$ cat src/rtl/r4fft_pkg.sv
package r4fft_pkg;

  localparam int TwiddleDepthDefault = 1024;
  localparam int MaxLengthDefault    = 1024;

  localparam int DataW  = 32;
  localparam int TwW    = 18;
  localparam int IndexW = 10;
  localparam int OpW    = 2;
  localparam int CfgIdxW = 1;

  typedef enum logic [OpW-1:0] {
    OP_WRITE_TW   = 2'd0,
    OP_WRITE_SMP  = 2'd1,
    OP_RUN        = 2'd2,
    OP_READ_SMP   = 2'd3
  } op_t;

  localparam logic [CfgIdxW-1:0] REG_DIRECTION = 1'd0;
  localparam logic [CfgIdxW-1:0] REG_LOG4_LEN  = 1'd1;

  // saturate a 34-bit signed value to 32 bits
  function automatic logic signed [DataW-1:0] sat34(input logic signed [DataW+1:0] x);
    logic signed [DataW+1:0] hi;
    logic signed [DataW+1:0] lo;
    hi = 34'sd2147483647;
    lo = -34'sd2147483648;
    if (x > hi) sat34 = DataW'(hi);
    else if (x < lo) sat34 = DataW'(lo);
    else sat34 = x[DataW-1:0];
  endfunction

  // saturated add/sub of two 32-bit values
  function automatic logic signed [DataW-1:0] add_s(input logic signed [DataW-1:0] a,
                                                    input logic signed [DataW-1:0] b);
    add_s = sat34(34'(a) + 34'(b));
  endfunction

  function automatic logic signed [DataW-1:0] sub_s(input logic signed [DataW-1:0] a,
                                                    input logic signed [DataW-1:0] b);
    sub_s = sat34(34'(a) - 34'(b));
  endfunction

  // control from sequencer to datapath
  typedef struct packed {
    logic [1:0] term;    // which partial product
    logic       conj;
  } mul_ctl_t;

endpackage

$ cat src/rtl/r4fft_cmul.sv
// shared complex multiplier: one 32x19 product per cycle, four per complex product
module r4fft_cmul (
  input  logic                    clk,
  input  r4fft_pkg::mul_ctl_t     ctl,
  input  logic signed [31:0]      ar,
  input  logic signed [31:0]      ai,
  input  logic signed [17:0]      wr,
  input  logic signed [17:0]      wi,
  output logic signed [31:0]      pr,
  output logic signed [31:0]      pi
);
  logic signed [31:0] a_op;
  logic signed [18:0] w_op;
  logic signed [50:0] prod;
  logic signed [51:0] acc_re;
  logic signed [51:0] acc_im;
  logic signed [51:0] sh_re;
  logic signed [51:0] sh_im;

  // term 0: ar*wr, 1: ai*wi, 2: ar*wi, 3: ai*wr
  always_comb begin
    logic signed [18:0] wi_eff;
    wi_eff = ctl.conj ? -19'(wi) : 19'(wi);
    case (ctl.term)
      2'd0: begin a_op = ar; w_op = 19'(wr); end
      2'd1: begin a_op = ai; w_op = wi_eff; end
      2'd2: begin a_op = ar; w_op = wi_eff; end
      default: begin a_op = ai; w_op = 19'(wr); end
    endcase
  end

  always_ff @(posedge clk) begin
    prod <= a_op * w_op;
  end

  // accumulate registered products (term index registered alongside them)
  logic [1:0] term_d;
  always_ff @(posedge clk) begin
    term_d <= ctl.term;
    case (term_d)
      2'd0: acc_re <= 52'(prod);
      2'd1: acc_re <= acc_re - 52'(prod);
      2'd2: acc_im <= 52'(prod);
      default: acc_im <= acc_im + 52'(prod);
    endcase
  end

  assign sh_re = acc_re >>> 16;
  assign sh_im = acc_im >>> 16;
  always_comb begin
    if (sh_re > 52'sd2147483647) pr = 32'sh7fffffff;
    else if (sh_re < -52'sd2147483648) pr = 32'sh80000000;
    else pr = sh_re[31:0];
    if (sh_im > 52'sd2147483647) pi = 32'sh7fffffff;
    else if (sh_im < -52'sd2147483648) pi = 32'sh80000000;
    else pi = sh_im[31:0];
  end
endmodule

$ cat config.mk
export PLATFORM = sky130hd
export DESIGN_NAME = r4fft_cmul
export DESIGN_NICKNAME = d
export VERILOG_FILES = /design/src/rtl/r4fft_pkg.sv /design/src/rtl/r4fft_cmul.sv
export SDC_FILE = /design/constraint.sdc
export NUM_CORES = 2
export LEC_CHECK = 0
export BUFFER_PORTS_ARGS = -buffer_cell sky130_fd_sc_hd__buf_4
export CELL_PAD_IN_SITES_DETAIL_PLACEMENT = 0
export CELL_PAD_IN_SITES_GLOBAL_PLACEMENT = 1
export CORE_ASPECT_RATIO = 0.75
export CORE_UTILIZATION = 35
export CTS_BUF_LIST = sky130_fd_sc_hd__clkbuf_8
export CTS_CLUSTER_SIZE = 24
export DETAILED_ROUTE_END_ITERATION = 10
export PLACE_DENSITY = 0.66
export SLEW_MARGIN = 15
export SYNTH_ARGS = -nofsm -noshare
export SYNTH_HDL_FRONTEND = slang
export SYNTH_SLANG_ARGS = --single-unit
$ cat constraint.sdc
create_clock -name clk -period 14.5 [get_ports clk]
set_input_delay 2.9 -clock clk [delete_from_list [all_inputs] [get_ports clk]]
set_output_delay 2.9 -clock clk [all_outputs]
set_load 0.01 [all_outputs]
==> results.yml <==
outcome:
  result_of_the_run: "finished clean"
die:
  chipWidth_um: 357.2
  die-area_um2: 95860
  row_count: 97
  start_util: 0.3539
  top_level_ports: 168
  chipHeight_um: 268.4
  core_region_area_um2: 93570
worst_hold_path:
  holdCritStartpoint: "prod[4]"
  hold-path-cell-count: 2
  path_type_of_the_worst_min_delay_path: "reg -> reg"
  hold-path-endpoint: "acc_re[4]"
synth:
  synthArstFlopShare: 0
  ys_types: 82
  ys_seq_elements: 157
  postSynthNetCount: 4756
  synth.most_common_cell: "sky130_fd_sc_hd__inv_1"
  synth-seq-area-share: 0.1263
  postSynthCellCount: 3816
  synthTopCellsByArea: "sky130_fd_sc_hd__fa_1 (36%), sky130_fd_sc_hd__edfxtp_1 (9.4%), sky130_fd_sc_hd__ha_1 (9.2%), sky130_fd_sc_hd__inv_1 (7.5%), sky130_fd_sc_hd__nand2_1 (6.4%)"
  synth.largest_area_cell: "sky130_fd_sc_hd__fa_1"
  area_fraction_of_the_dominant_cell_type_after_synthesis: 0.3579
  synth_area_per_cell_um2: 8.678
  ys_warn_count: 0
  edff_count_synth: 104
  commonest_cells_post_synth: "sky130_fd_sc_hd__inv_1 (664), sky130_fd_sc_hd__fa_1 (592), sky130_fd_sc_hd__nand2_1 (566)"
  synthesis.area_um2: 33120
  synth-main-ff-cell: "sky130_fd_sc_hd__edfxtp_1"
cts:
  ctsHoldBuffers: 0
  cts_tree: "yes"
  number_of_buffers_created_by_cts: 17
  post_cts_resize_count: 0
  cts_root_buffer: "sky130_fd_sc_hd__clkbuf_8"
  clock_latency_ns: 0.51
  clk_pin_slew_ns: 0.11
  tritoncts_num_sinks: 157
  post-cts-setup-buffer-count: 0
  cts.htree.levels: 4
  bufs_on_longest_clock_path: 2
global_route:
  grt_antenna_before_repair: 3
  grt_overflow_total: 0
  global_route_usage_sum: 0.2284
  grt_pass1_vias: 27840
  grt_pass1_wl_mm: 166.1
  grt_max_degree: 98
routing:
  drt_pre_antenna_iters: 5
  wl_mm: 105.4
  antenna_violating_nets_post_route: 0
  num_vias: 26500
  drt_drc_violations_left: 0
  route.detailed.vias_per_inst: 5.151
  dr_wl_cell_um: 20.50
  drt_iter0_markers: 1766
run:
  timing.max_cap.violations: 0
critical_path:
  timing.critical_path.slowest_stage_cell: "sky130_fd_sc_hd__a211oi_1"
  crit_path_start_kind: "input port"
  worstRegToRegCells: 12
  crit_fanout: 17
  r2r_setup_slack_ns: 10.12
  criticalPathCategory: "in -> reg"
  critical_path_required_ns: 14.90
  arrival_ns: 12.14
  endpoint_kind: "flop"
  critical-path-top-cell-by-count: "sky130_fd_sc_hd__fa_1"
  r2r-end: "acc_im[40]"
  regToRegStartpoint: "prod[1]"
  critical-path-max-stage-delay_ns: 0.59
sta:
  hold_violations: 0
  finClkSkew_ns: 0.02007
  period_share: 0.8100
  fin_hold_ws_ns: 0.6099
  worst_pin_slew_ns: 1.134
  grt_setup_unrepaired: "no"
  max_freq_mhz: 85.15
  period_needed_ns: 11.74
  slew_headroom: 0.2227
  finalSetupViolCount: 0
  slew_violations: 0
  final.setup.tns_ns: 0
place:
  place_hpwl_mm: 85.25
  globalplace.congestion: 0.9135
  port_buffers: 167
finish:
  flow.area_growth_from_synthesis_pct: 9.427
  fill_cells: 9617
  drive_gt1_frac: 0.08246
  post_layout_net_count: 4832
  postLayoutCoreUtil: 0.3873
-- sequential cells by signal (all words and copies together), names as in the netlist --
signal	count
acc_im	52
acc_re	52
term_d	2
prod	51
-- cell type report --
type | instances | area (um^2) | share of cell area
antenna | 2 | 5.005 | 0.0001381
timing repair buffer | 209 | 1589 | 0.04385
tap | 1237 | 1548 | 0.04271
clock buffer | 17 | 234.0 | 0.006457
sequential | 157 | 4185 | 0.1155
multi-input combinational | 2842 | 25980 | 0.7170
inverter | 665 | 2496 | 0.06888
clock inverter | 15 | 197.7 | 0.005455
-- worst max path at each step --
stage	from	end	slack, ns	cells past startpoint
after global placement	wi[2]	prod[50]	2.35	30
after global routing	wi[2]	prod[50]	2.11	29
final	wi[2]	prod[50]	2.76	30
after CTS	wi[2]	prod[50]	2.77	30
after floorplan	wi[2]	prod[50]	3.74	29
after detailed placement	wi[2]	prod[50]	2.21	30
-- cell families after synthesis --
family                     share of synthesized area
AOI/OAI and AO/OA                             0.1267
xor gates and xnor gates                     0.04020
adders and majority gates                     0.4501
buffers and inverters                        0.09317
DFF                                           0.1263
muxes                                        0.02150
and+or+nand+nor                               0.1420
-- cells in the final DEF, fill, tap and decap left out, types with 18 or more instances in the layout --
cell,instances
sky130_fd_sc_hd__buf_4,208
sky130_fd_sc_hd__mux2i_1,32
sky130_fd_sc_hd__mux2_2,32
sky130_fd_sc_hd__xor2_1,73
sky130_fd_sc_hd__nand4_1,18
sky130_fd_sc_hd__inv_1,663
sky130_fd_sc_hd__nor2_1,349
sky130_fd_sc_hd__edfxtp_1,104
sky130_fd_sc_hd__xnor2_1,79
sky130_fd_sc_hd__o21bai_1,20
sky130_fd_sc_hd__a21o_1,75
sky130_fd_sc_hd__ha_1,243
sky130_fd_sc_hd__and3_1,25
sky130_fd_sc_hd__o21ai_0,122
sky130_fd_sc_hd__a21oi_1,187
sky130_fd_sc_hd__nand2b_1,34
sky130_fd_sc_hd__fa_1,592
sky130_fd_sc_hd__nand2_1,565
sky130_fd_sc_hd__nor3_1,27
sky130_fd_sc_hd__nor2b_1,22
sky130_fd_sc_hd__dfxtp_1,52
sky130_fd_sc_hd__o21ai_1,27
sky130_fd_sc_hd__nand3_1,35
sky130_fd_sc_hd__o21a_1,79
-- per-stage QoR --
stage          instances  cell area, um^2  setup WS, ns
2_1_floorplan       3816            33120         3.736
3_3_place_gp        5109            35770         2.354
3_5_place_dp        5109            35770         2.213
4_1_cts             5141            36200         2.772
5_1_grt             5143            36230         2.111
6_report            5144            36240         2.756
-- per-layer routing --
metal	part of all wire	vias up	GRT usage	wire length, um
li1	-	12300	-	-
met3	0.062	111	0.03905	6585
met2	0.46	689	0.3728	48370
met1	0.46	13390	0.3180	48520
met4	0.018	2	0.04539	1948
met5	0.00011	-	0	12
-- critical path: cells and delay by family --
kind	cells	cell delay [ns]
xor+xnor	1	0.18
simple gates	10	2.38
fa+ha+maj	8	3.54
buf+inv	5	0.66
compound gates	6	2.44
Power is not shown: default switching activity piles up to over one toggle a cycle in this logic, so the estimate is an artifact.
